--- src/hw/rtl/imlc_pkg.sv ---
// Shared types and constants for the ID mapping lookup cache.
// Used by imlc_slot_mem and id_mapping_lookup_cache; depends on nothing.
package imlc_pkg;

	localparam int SLOTS  = 8;
	localparam int SLOT_W = $clog2(SLOTS);
	localparam int FILL_W = $clog2(SLOTS + 1);
	localparam int ID_W   = 64;
	localparam int TID_W  = 16;
	localparam int GEN_W  = 32;

	localparam logic [SLOT_W-1:0] LAST_SLOT  = SLOT_W'(SLOTS - 1);
	localparam logic [FILL_W-1:0] FILL_FULL  = FILL_W'(SLOTS);

	// One cached mapping: 128-bit key and 128-bit bonded value.
	typedef struct packed {
		logic [ID_W-1:0] key_hi;
		logic [ID_W-1:0] key_lo;
		logic [ID_W-1:0] val_hi;
		logic [ID_W-1:0] val_lo;
	} entry_t;

endpackage

--- src/hw/rtl/id_mapping_lookup_cache.sv ---
// Top level of the ID mapping lookup cache: sequencer, owner tracking,
// valid bits, fill/evict pointers and result register. Depends on imlc_pkg
// and imlc_slot_mem.
//
//  channel | handshake                 | payload
//  --------+---------------------------+---------------------------------------
//  in      | in_valid / in_stall       | func, table_present, table_id,
//          |                           | generation, key_hi/lo, answer_found,
//          |                           | answer_hi/lo
//  out     | out_valid / out_stall     | hit, need_answer, mapped_hi/lo
//
// Flow: a transaction with no table goes from accept to the push state and
// then the result register. With a table, the slot scan reads one slot per cycle from
// the slot memory through a single 128-bit key comparator.
// Reset: arst_n clears the sequencer, owner, pointers and all valid bits at
// once; slot contents are never read through an invalid slot, so no clearing
// pass is needed.
// Stalls: out_stall holds the result register; the block accepts the next
// transaction while a result waits, and holds a finished result in the push
// state until the result register frees up.
module id_mapping_lookup_cache (
	input  logic                       clk,
	input  logic                       arst_n,
	input  logic                       in_valid,
	output logic                       in_stall,
	input  logic                       func,
	input  logic                       table_present,
	input  logic [imlc_pkg::TID_W-1:0] table_id,
	input  logic [imlc_pkg::GEN_W-1:0] generation,
	input  logic [imlc_pkg::ID_W-1:0]  key_hi,
	input  logic [imlc_pkg::ID_W-1:0]  key_lo,
	input  logic                       answer_found,
	input  logic [imlc_pkg::ID_W-1:0]  answer_hi,
	input  logic [imlc_pkg::ID_W-1:0]  answer_lo,
	output logic                       out_valid,
	input  logic                       out_stall,
	output logic                       hit,
	output logic                       need_answer,
	output logic [imlc_pkg::ID_W-1:0]  mapped_hi,
	output logic [imlc_pkg::ID_W-1:0]  mapped_lo
);
	import imlc_pkg::*;

	typedef enum logic [2:0] {
		ST_IDLE = 3'b001,
		ST_SCAN = 3'b010,
		ST_PUSH = 3'b100
	} state_t;

	state_t state_q;

	// Captured transaction
	logic              func_q;
	logic              found_q;
	logic [ID_W-1:0]   key_hi_q;
	logic [ID_W-1:0]   key_lo_q;
	logic [ID_W-1:0]   ans_hi_q;
	logic [ID_W-1:0]   ans_lo_q;

	// Cache owner and replacement state
	logic              owner_known_q;
	logic [TID_W-1:0]  owner_table_q;
	logic [GEN_W-1:0]  owner_gen_q;
	logic [FILL_W-1:0] fill_q;
	logic [SLOT_W-1:0] evict_q;
	logic [SLOTS-1:0]  slot_valid_q;

	// Scan: read issue index and the compare stage that follows it
	logic [SLOT_W-1:0] scan_idx_q;
	logic              cmp_pend_s1;
	logic [SLOT_W-1:0] cmp_idx_s1;

	// Finished result waiting for the output register
	logic              res_hit_q;
	logic              res_need_q;
	logic [ID_W-1:0]   res_hi_q;
	logic [ID_W-1:0]   res_lo_q;

	// Output register
	logic              out_valid_q;
	logic              out_hit_q;
	logic              out_need_q;
	logic [ID_W-1:0]   out_hi_q;
	logic [ID_W-1:0]   out_lo_q;

	entry_t            rd_entry;
	entry_t            wr_entry;
	logic              wr_en;
	logic [SLOT_W-1:0] wr_slot;

	logic in_accept;
	logic owner_change;
	logic key_match;
	logic slot_hit;
	logic scan_last;
	logic insert;
	logic fill_free;
	logic out_free;

	assign in_stall  = (state_q != ST_IDLE);
	assign in_accept = in_valid && !in_stall;

	assign owner_change = !owner_known_q || (owner_table_q != table_id) ||
		(owner_gen_q != generation);

	// Shared comparator: one slot per cycle
	assign key_match = (rd_entry.key_hi == key_hi_q) && (rd_entry.key_lo == key_lo_q);
	assign slot_hit  = cmp_pend_s1 && slot_valid_q[cmp_idx_s1] && key_match;
	assign scan_last = cmp_pend_s1 && (cmp_idx_s1 == LAST_SLOT);

	// Insert on a full miss of a func transaction that carries a found answer
	assign insert    = (state_q == ST_SCAN) && scan_last && !slot_hit && func_q && found_q;
	assign fill_free = (fill_q < FILL_FULL);
	assign wr_slot   = fill_free ? fill_q[SLOT_W-1:0] : evict_q;
	assign wr_en     = insert;

	always_comb begin
		wr_entry.key_hi = key_hi_q;
		wr_entry.key_lo = key_lo_q;
		wr_entry.val_hi = ans_hi_q;
		wr_entry.val_lo = ans_lo_q;
	end

	imlc_slot_mem u_slot_mem (
		.clk     (clk),
		.wr_en   (wr_en),
		.wr_addr (wr_slot),
		.wr_data (wr_entry),
		.rd_addr (scan_idx_q),
		.rd_data (rd_entry)
	);

	assign out_free = !out_valid_q || !out_stall;

	// Sequencer, owner tracking and replacement pointers
	always_ff @(posedge clk or negedge arst_n) begin
		if (!arst_n) begin
			state_q       <= ST_IDLE;
			owner_known_q <= 1'b0;
			owner_table_q <= '0;
			owner_gen_q   <= '0;
			fill_q        <= '0;
			evict_q       <= '0;
			slot_valid_q  <= '0;
			scan_idx_q    <= '0;
			cmp_pend_s1   <= 1'b0;
			cmp_idx_s1    <= '0;
		end else begin
			case (state_q)
				ST_IDLE: begin
					if (in_accept) begin
						scan_idx_q  <= '0;
						cmp_pend_s1 <= 1'b0;
						if (!table_present) begin
							state_q <= ST_PUSH;
						end else begin
							state_q <= ST_SCAN;
							if (owner_change) begin
								// New owner: drop every slot and restart the fill
								owner_known_q <= 1'b1;
								owner_table_q <= table_id;
								owner_gen_q   <= generation;
								fill_q        <= '0;
								evict_q       <= '0;
								slot_valid_q  <= '0;
							end
						end
					end
				end
				ST_SCAN: begin
					if (slot_hit || scan_last) begin
						state_q     <= ST_PUSH;
						cmp_pend_s1 <= 1'b0;
						if (insert) begin
							slot_valid_q[wr_slot] <= 1'b1;
							if (fill_free) begin
								fill_q <= fill_q + 1'b1;
							end else begin
								evict_q <= (evict_q == LAST_SLOT) ? '0 : evict_q + 1'b1;
							end
						end
					end else begin
						// Advance: issue next read, compare the previous one
						cmp_pend_s1 <= 1'b1;
						cmp_idx_s1  <= scan_idx_q;
						scan_idx_q  <= scan_idx_q + 1'b1;
					end
				end
				ST_PUSH: begin
					if (out_free) begin
						state_q <= ST_IDLE;
					end
				end
				default: begin
					state_q <= ST_IDLE;
				end
			endcase
		end
	end

	// Captured transaction and pending result
	always_ff @(posedge clk) begin
		if (in_accept) begin
			func_q     <= func;
			found_q    <= answer_found;
			key_hi_q   <= key_hi;
			key_lo_q   <= key_lo;
			ans_hi_q   <= answer_hi;
			ans_lo_q   <= answer_lo;
			// Passthrough result; overwritten by the scan when a table exists
			res_hit_q  <= 1'b0;
			res_need_q <= 1'b0;
			res_hi_q   <= key_hi;
			res_lo_q   <= key_lo;
		end else if (state_q == ST_SCAN) begin
			if (slot_hit) begin
				res_hit_q  <= 1'b1;
				res_need_q <= 1'b0;
				res_hi_q   <= rd_entry.val_hi;
				res_lo_q   <= rd_entry.val_lo;
			end else if (scan_last) begin
				res_hit_q  <= 1'b0;
				res_need_q <= !func_q;
				res_hi_q   <= insert ? ans_hi_q : key_hi_q;
				res_lo_q   <= insert ? ans_lo_q : key_lo_q;
			end
		end
	end

	// Output register
	always_ff @(posedge clk or negedge arst_n) begin
		if (!arst_n) begin
			out_valid_q <= 1'b0;
		end else if (state_q == ST_PUSH && out_free) begin
			out_valid_q <= 1'b1;
		end else if (!out_stall) begin
			out_valid_q <= 1'b0;
		end
	end

	always_ff @(posedge clk) begin
		if (state_q == ST_PUSH && out_free) begin
			out_hit_q  <= res_hit_q;
			out_need_q <= res_need_q;
			out_hi_q   <= res_hi_q;
			out_lo_q   <= res_lo_q;
		end
	end

	assign out_valid   = out_valid_q;
	assign hit         = out_hit_q;
	assign need_answer = out_need_q;
	assign mapped_hi   = out_hi_q;
	assign mapped_lo   = out_lo_q;

	// A result never claims both a hit and a missing answer
	a_hit_excl: assert property (@(posedge clk) disable iff (!arst_n)
		out_valid |-> !(hit && need_answer))
		else $error("hit and need_answer both set");

	// Fill pointer never runs past the slot count
	a_fill_range: assert property (@(posedge clk) disable iff (!arst_n)
		fill_q <= FILL_FULL)
		else $error("fill pointer out of range");

	// Eviction only moves once every slot has been filled
	a_evict_after_fill: assert property (@(posedge clk) disable iff (!arst_n)
		(evict_q != '0) |-> (fill_q == FILL_FULL))
		else $error("evict pointer moved before fill completed");

	// A slot write always leaves that slot valid
	a_insert_valid: assert property (@(posedge clk) disable iff (!arst_n)
		wr_en |=> slot_valid_q[$past(wr_slot)])
		else $error("inserted slot not valid");

endmodule

--- src/hw/rtl/imlc_slot_mem.sv ---
// Slot storage for the ID mapping lookup cache: one write port, one
// registered read port. Depends on imlc_pkg.
module imlc_slot_mem (
	input  logic                        clk,
	input  logic                        wr_en,
	input  logic [imlc_pkg::SLOT_W-1:0] wr_addr,
	input  imlc_pkg::entry_t            wr_data,
	input  logic [imlc_pkg::SLOT_W-1:0] rd_addr,
	output imlc_pkg::entry_t            rd_data
);
	import imlc_pkg::*;

	entry_t mem [SLOTS];
	entry_t rd_data_q;

	always_ff @(posedge clk) begin
		if (wr_en) begin
			mem[wr_addr] <= wr_data;
		end
	end

	always_ff @(posedge clk) begin
		rd_data_q <= mem[rd_addr];
	end

	assign rd_data = rd_data_q;

endmodule
--- config.mk ---
export PLATFORM = sky130hd
export DESIGN_NAME = id_mapping_lookup_cache
export DESIGN_NICKNAME = d
export VERILOG_FILES = /design/src/hw/rtl/imlc_pkg.sv /design/src/hw/rtl/id_mapping_lookup_cache.sv /design/src/hw/rtl/imlc_slot_mem.sv
export SDC_FILE = /design/constraint.sdc
export NUM_CORES = 2
export LEC_CHECK = 0
export ABC_CLOCK_PERIOD_IN_PS = 23600
export BUFFER_PORTS_ARGS = -buffer_cell sky130_fd_sc_hd__buf_2
export CAP_MARGIN = 20
export CORE_MARGIN = 2
export CORE_UTILIZATION = 54
export CTS_CLUSTER_DIAMETER = 120
export DETAILED_ROUTE_END_ITERATION = 10
export GPL_TIMING_DRIVEN = 0
export PLACE_DENSITY = 0.7
export SLEW_MARGIN = 15
export SYNTH_ARGS = -nofsm -noshare
export SYNTH_HDL_FRONTEND = slang
export SYNTH_SLANG_ARGS = --single-unit
--- constraint.sdc ---
create_clock -name clk -period 23.6 [get_ports clk]
set_input_delay 1.18 -clock clk [delete_from_list [all_inputs] [get_ports clk]]
set_output_delay 1.18 -clock clk [all_outputs]
set_load 0.05 [all_outputs]
# Yosys cells after proc, flatten, opt, wreduce, memory -nomap -nowiden
# Memories as Yosys holds them, arrays and structs flattened. A register that Yosys moved wholly into a read port is not among the register bits.
# Cells that the tools add are included.
[classes] bitwise=2 n_mul=0 muxes=55 n_eq_ne=20 n_reduce_logical=35 n_shift=0 n_addsub=3 n_div=0 n_lt_le_gt_ge=4
[ops] op="64-bit 2-to-1 mux" count=10
[ops] op="64-bit equality test" count=2
[ops] op="3-bit 2-to-1 mux" count=14
[ops] op="8-bit 2-to-1 mux" count=5
[ops] op="32-bit != test" count=1
[ops] op="4-bit 2-to-1 mux" count=6
[ops] op="16-bit != test" count=1
[ops] op="2-bit != test, second input constant" count=8
[ops] op="8-bit one-hot mux with 2 select lines" count=1
[ops] op="7-bit AND reduction" count=2
[ops] op="1-bit 2-to-1 mux" count=12
[ops] op="3-bit one-hot mux with 2 select lines" count=2
[ops] op="1-bit logical AND" count=11
[ops] op="3-bit equality test, second input constant" count=3
[ops] op="3-bit one-hot mux with 3 select lines" count=1
[ops] op="3-bit by 4-bit < comparator with 1-bit output, second input constant" count=2
[ops] op="8-bit OR" count=1
[ops] op="4-bit one-hot mux with 2 select lines" count=1
[ops] op="2-bit AND reduction" count=4
[ops] op="3-bit by 1-bit adder with 3-bit output, second input constant" count=2
[ops] op="1-bit zero test" count=6
[ops] op="3-bit AND reduction" count=2
[ops] op="6-bit AND reduction" count=1
[ops] op="2-bit nonzero test" count=3
[ops] op="other kinds (14)" count=18
[totals] latch_bits=0 ff_bits=593 ramBits=2048 wordCells=145 romBits=0 input_bits=311 memories=1
[memory_table] name="u_slot_mem.mem" words=8 width=256 read_ports=1 rd_ports_with_merged_regs=1 write_ports=1 line="imlc_slot_mem.sv:13" source="entry_t mem [SLOTS];"

# Logic depth before layout (Yosys ltp)
[logic_depth] ltp_word=13 ltp_mapped=10 ltp_nobuf=7

# Hierarchy
# A second synthesis with hierarchy kept.
[hier_totals] hier_cells=5152 hier_area_um2=106782.4
[modules_own_cells] module="imlc_slot_mem" cells_each=3227 seq_area_each_um2=66623.9 area_per_inst_um2=82063.7 n_inst=1
[modules_own_cells] module="id_mapping_lookup_cache" cells_each=1925 seq_area_each_um2=17413.0 area_per_inst_um2=24718.7 n_inst=1

# Least setup slack after synthesis
# Ideal clock, no wire load.
[synth_path] kind="reg2reg" startpoint="register state_q[2]" endpoint="memory u_slot_mem.mem[6][0] (netlist name), enable pin" path_slack_ns=3.151 path_buffers=3 stages_incl_launch_ff=9 setup_ns=1.188 t_arrival_ns=19.261 cell_sequence="dfrtp_1 -> or3b_2 -> clkbuf_1 -> nor2_1 -> and3_1 -> clkbuf_1 -> nand2_1 -> buf_2 -> nor3_1"
[synth_via] elab_chain_cells=7
[synth_rtl] element="from (decl)" line="id_mapping_lookup_cache.sv:50" source="state_t state_q;"
[synth_rtl] element="from (signal assigned)" line="id_mapping_lookup_cache.sv:138" source="state_q <= ST_IDLE;"
[synth_rtl] element="from (signal assigned)" line="id_mapping_lookup_cache.sv:155" source="state_q <= ST_PUSH;"
[synth_rtl] element="from (signal assigned)" line="id_mapping_lookup_cache.sv:157" source="state_q <= ST_SCAN;"
[synth_rtl] element="3-bit by 2-bit equality test with 1-bit output" line="id_mapping_lookup_cache.sv:112" source="assign insert = (state_q == ST_SCAN) && scan_last && !slot_hit && func_q && found_q;"
[synth_rtl] element="1-bit logical AND (4 in a row)" line="id_mapping_lookup_cache.sv:112"
[synth_rtl] element="1-bit 2-to-1 mux" line="imlc_slot_mem.sv:17" source="if (wr_en) begin"
[synth_rtl] element="1-bit 2-to-1 mux (implied by the code)" line="imlc_slot_mem.sv:18" source="mem[wr_addr] <= wr_data;"
[synth_rtl] element="to (decl)" line="imlc_slot_mem.sv:13"
# No other way between the ends.

# Worst setup path in the final report
[layout_path] startpoint="register key_hi_q[27]" endpoint="memory u_slot_mem.mem[0][77] (netlist name), enable pin"
[layout_via] elab_chain_cells=9
[layout_rtl] element="from (decl)" line="id_mapping_lookup_cache.sv:55" source="logic [ID_W-1:0] key_hi_q;"
[layout_rtl] element="from (signal assigned)" line="id_mapping_lookup_cache.sv:206" source="key_hi_q <= key_hi;"
[layout_rtl] element="64-bit equality test" line="id_mapping_lookup_cache.sv:107" source="assign key_match = (rd_entry.key_hi == key_hi_q) && (rd_entry.key_lo == key_lo_q);"
[layout_rtl] element="1-bit logical AND" line="id_mapping_lookup_cache.sv:107"
[layout_rtl] element="1-bit logical AND" line="id_mapping_lookup_cache.sv:108" source="assign slot_hit = cmp_pend_s1 && slot_valid_q[cmp_idx_s1] && key_match;"
[layout_rtl] element="1-bit zero test" line="id_mapping_lookup_cache.sv:112"
[layout_rtl] element="1-bit logical AND (3 in a row)" line="id_mapping_lookup_cache.sv:112"
[layout_rtl] element="1-bit 2-to-1 mux" line="imlc_slot_mem.sv:17"
[layout_rtl] element="1-bit 2-to-1 mux (implied by the code)" line="imlc_slot_mem.sv:18"
# No other way between the ends.

==> metrics.cfg <==
[final_layout]
drive_gt1_share_pct = 31.76
final_net_count = 6577
fillers = 13180
area_growth_pct = 17.39

[detailed_routing]
avgRoutedWirePerCell_um = 28.69
drt-initial-drc-count = 6235
ant_nets = 0
drc = 0
finalWirelength_mm = 262.2
viasPerCell = 5.936
num_vias = 54250
firstDrtPassIters = 6

[yosys]
yosysSeqAreaShare_pct = 78.52
synth_edf_count = 2564
yosysWarnings = 0
ys.flop_type = edfxtp_1
synth_cells = 5173
synth_top_cell_area_share_pct = 71.94
synthArstFlopShare_pct = 2.589
syn_area_sq_um = 107000
syn_avg_cell_area_sq_um = 20.69
synthTopCellsByArea = edfxtp_1 72%, mux4_2 11%, dfxtp_1 4.8%
yosys.area.top_type = edfxtp_1
yosysUniqueCellTypes = 54
syn_nets = 5488
synth_seq_cells = 2897

[power_and_ir_drop]
p_clk_share_pct = 34.9
comb_power_share_pct = 15.4
power_density_nw_per_um2 = 106.3
leakagePower_nw = 42.65
vdd_drop_max_mv = 0.08119
p_sw_w = 0.003484
seqPwrFrac_pct = 49.7
p_int_w = 0.009876
swShare_pct = 26.08

[setup_path]
arrival_ns = 6.53
endpoint_kind = flip-flop
worstSetupPathType = reg2reg
cp-startpoint = key_hi_q[27]
ff2ff_path_depth = 16
cp_data_required_time_ns = 24.25
r2r_start = key_hi_q[27]
cp-start-kind = flip-flop
worstPathMaxFanout = 10

[outcome]
run_status = finished clean

[cts]
htreeDepth = 5
ctsHoldBuffers = 0
path_clk_slew_ns = 0.06
cts.sinks = 2897
ctsResizeCount = 0
cts_tree = done
cts_buffer_depth = 4
postCtsSetupRepairBufs = 0
cts-root-buf = clkbuf_16
clk_latency_ns = 0.94
numCtsBuffers = 306

[placement]
place_hpwl_mm = 180.6
gp_congestion = 0.9251
post-place-ws_ns = 17.78
port_buffers = 442

[grt]
grt_pass1_wl_mm = 380.6
grt_use_total_pct = 26.01
grt_pass1_vias = 55450
grt_overflow = 0
grt_max_degree = 49
antenna_found_initial = 25

[sta]
worst_slew_pin_slew_ns = 1.235
rsz0062_at_grt = no
finalSetupTns_ns = 0
setup_ws_ns = 17.72
fmax_ghz = 0.1700
finalSetupViolCount = 0
min_period_ns = 5.882
finalCritPeriodShare_pct = 24.92
fin_skew_ns = 0.05017
finalMaxSlewViolations = 0
holdWs_ns = 0.2504
slew-limit-headroom_pct = 17.66
hold_viol = 0

[floorplan]
die_area_sq_um = 201800
start_util_pct = 54.27
fp.coreArea_sq_um = 197200
die_w_um = 449.2
dieHeight_um = 449.2
ios = 443
rows = 163

[run]
maxCapViolations = 0

[hold_path]
hold_class = in2async

path summary, 6_finish.rpt:
path                       slack [ns]               endpoint
max                             17.72  u_slot_mem.mem[0][77]
min                              0.25       owner_table_q[2]
max reg2reg                     17.72  u_slot_mem.mem[0][77]
min reg2reg                      0.40          mapped_hi[22]
max in group asynchronous       22.62             state_q[0]
min in group clk                 0.40          mapped_hi[22]
through the flow:
| stage | std cells | instance area (sq um) | util [%] | power (W) |
|---|---|---|---|---|
| finish | 9140 | 125600 | 63.71 | 0.01336 |
| global route | 9137 | 125600 | 63.70 | 0.01381 |
| CTS | 9125 | 125500 | 63.64 | 0.01343 |
| detailed placement | 8584 | 115800 | 58.74 | 0.008780 |
| global placement | 8255 | 112500 | 57.07 | 0.008776 |
| floorplan | 5173 | 107000 | - | 0.007927 |
per-layer routing:
metal	vias up	track usage [%]	wire (um)	part of all wire, %
met2	2551	41.04	125600	48
li1	22880	-	-	-
met5	-	0	135	0.051
met4	24	9.354	9654	3.7
met3	455	6.206	23320	8.9
met1	28340	35.76	103500	39
cells in the mapped netlist, drive strengths merged (2+ instances only):
cell type	instances
o31ai	9
o22ai	2
o2111ai	6
clkbuf	152
nor4b	4
or2	2
nand3	18
nor4	22
dfrtp	74
nor2	8
buf	73
mux2	307
o221ai	2
or4	2
or3	3
o21ai	138
mux4	514
nor3	18
inv	18
and3	2
a2111o	2
nand2	527
nor2b	6
mux2i	137
xnor2	94
nand4	65
a21oi	9
edfxtp	2564
xor2	34
ha	4
dfxtp	258
nand2b	82
worst max-delay path: stages, from the launching register on:
cell	delay, ns
edfxtp_1	0.57
xnor2_1	0.78
nand4_1	0.32
nor4_1	0.65
nand4_1	0.32
or4_1	0.52
buf_2	0.30
nand2_1	0.26
buf_2	0.31
nor3_2	0.19
buf_4	0.26
buf_6	0.17
buf_4	0.20
buf_4	0.21
buf_6	0.16
buf_4	0.19
buf_4	0.19
placed cells by master, fill, tap and decap left out, types with 25 or more instances in the layout:
cell type	count
buf_1	52
buf_2	453
buf_4	199
buf_6	123
clkbuf_1	226
clkbuf_16	315
clkbuf_8	25
clkinv_1	41
clkinv_2	40
dfrtp_1	74
dfxtp_1	258
edfxtp_1	2564
mux2_2	304
mux2i_1	137
mux4_2	514
nand2_1	527
nand2b_1	82
nand4_1	65
o21ai_0	60
o21ai_1	78
xnor2_1	94
xor2_1	34
kinds of logic after synthesis:
group / synth area share, %
adders and majority gates: 0.04676
AOI/OAI and AO/OA: 0.9247
DFF: 78.52
muxes: 15.33
buffers and inverters: 0.9352
and+or+nand+nor: 3.194
xor gates and xnor gates: 1.047
area by class of cell:
cell class / count / area, sq um / area share, %
inverters: 19 / 72.57 / 0.05776
multi-input cells: 2032 / 22050 / 17.55
repair buffers: 781 / 5552 / 4.419
clock buffers: 427 / 8553 / 6.808
diodes: 5 / 12.51 / 0.009959
plain buffers: 225 / 954.7 / 0.7598
flip-flops and latches: 2897 / 84040 / 66.89
well taps: 2640 / 3303 / 2.629
clock inverters: 114 / 1106 / 0.8803
power groups by stage:
stage               combinational [W]  clock (W)  sequential [W]
finish                        0.00205    0.00467         0.00664
floorplan                     0.00127          0         0.00666
CTS                           0.00206    0.00473         0.00664
global placement              0.00197          0         0.00680
global route                  0.00218    0.00494         0.00669
detailed placement            0.00204          0         0.00674
registers in the layout, summed over array words and instances, names as in the netlist, 4 cells and up:
signal              flops
ans_hi_q               64
ans_lo_q               64
fill_q                  4
key_hi_q               64
key_lo_q               64
mapped_hi              64
mapped_lo              64
owner_gen_q            32
owner_table_q          16
res_hi_q               64
res_lo_q               64
slot_valid_q            8
u_slot_mem.mem       2048
u_slot_mem.rd_data    256
Note: power is estimated with default switching activity, not from simulation.
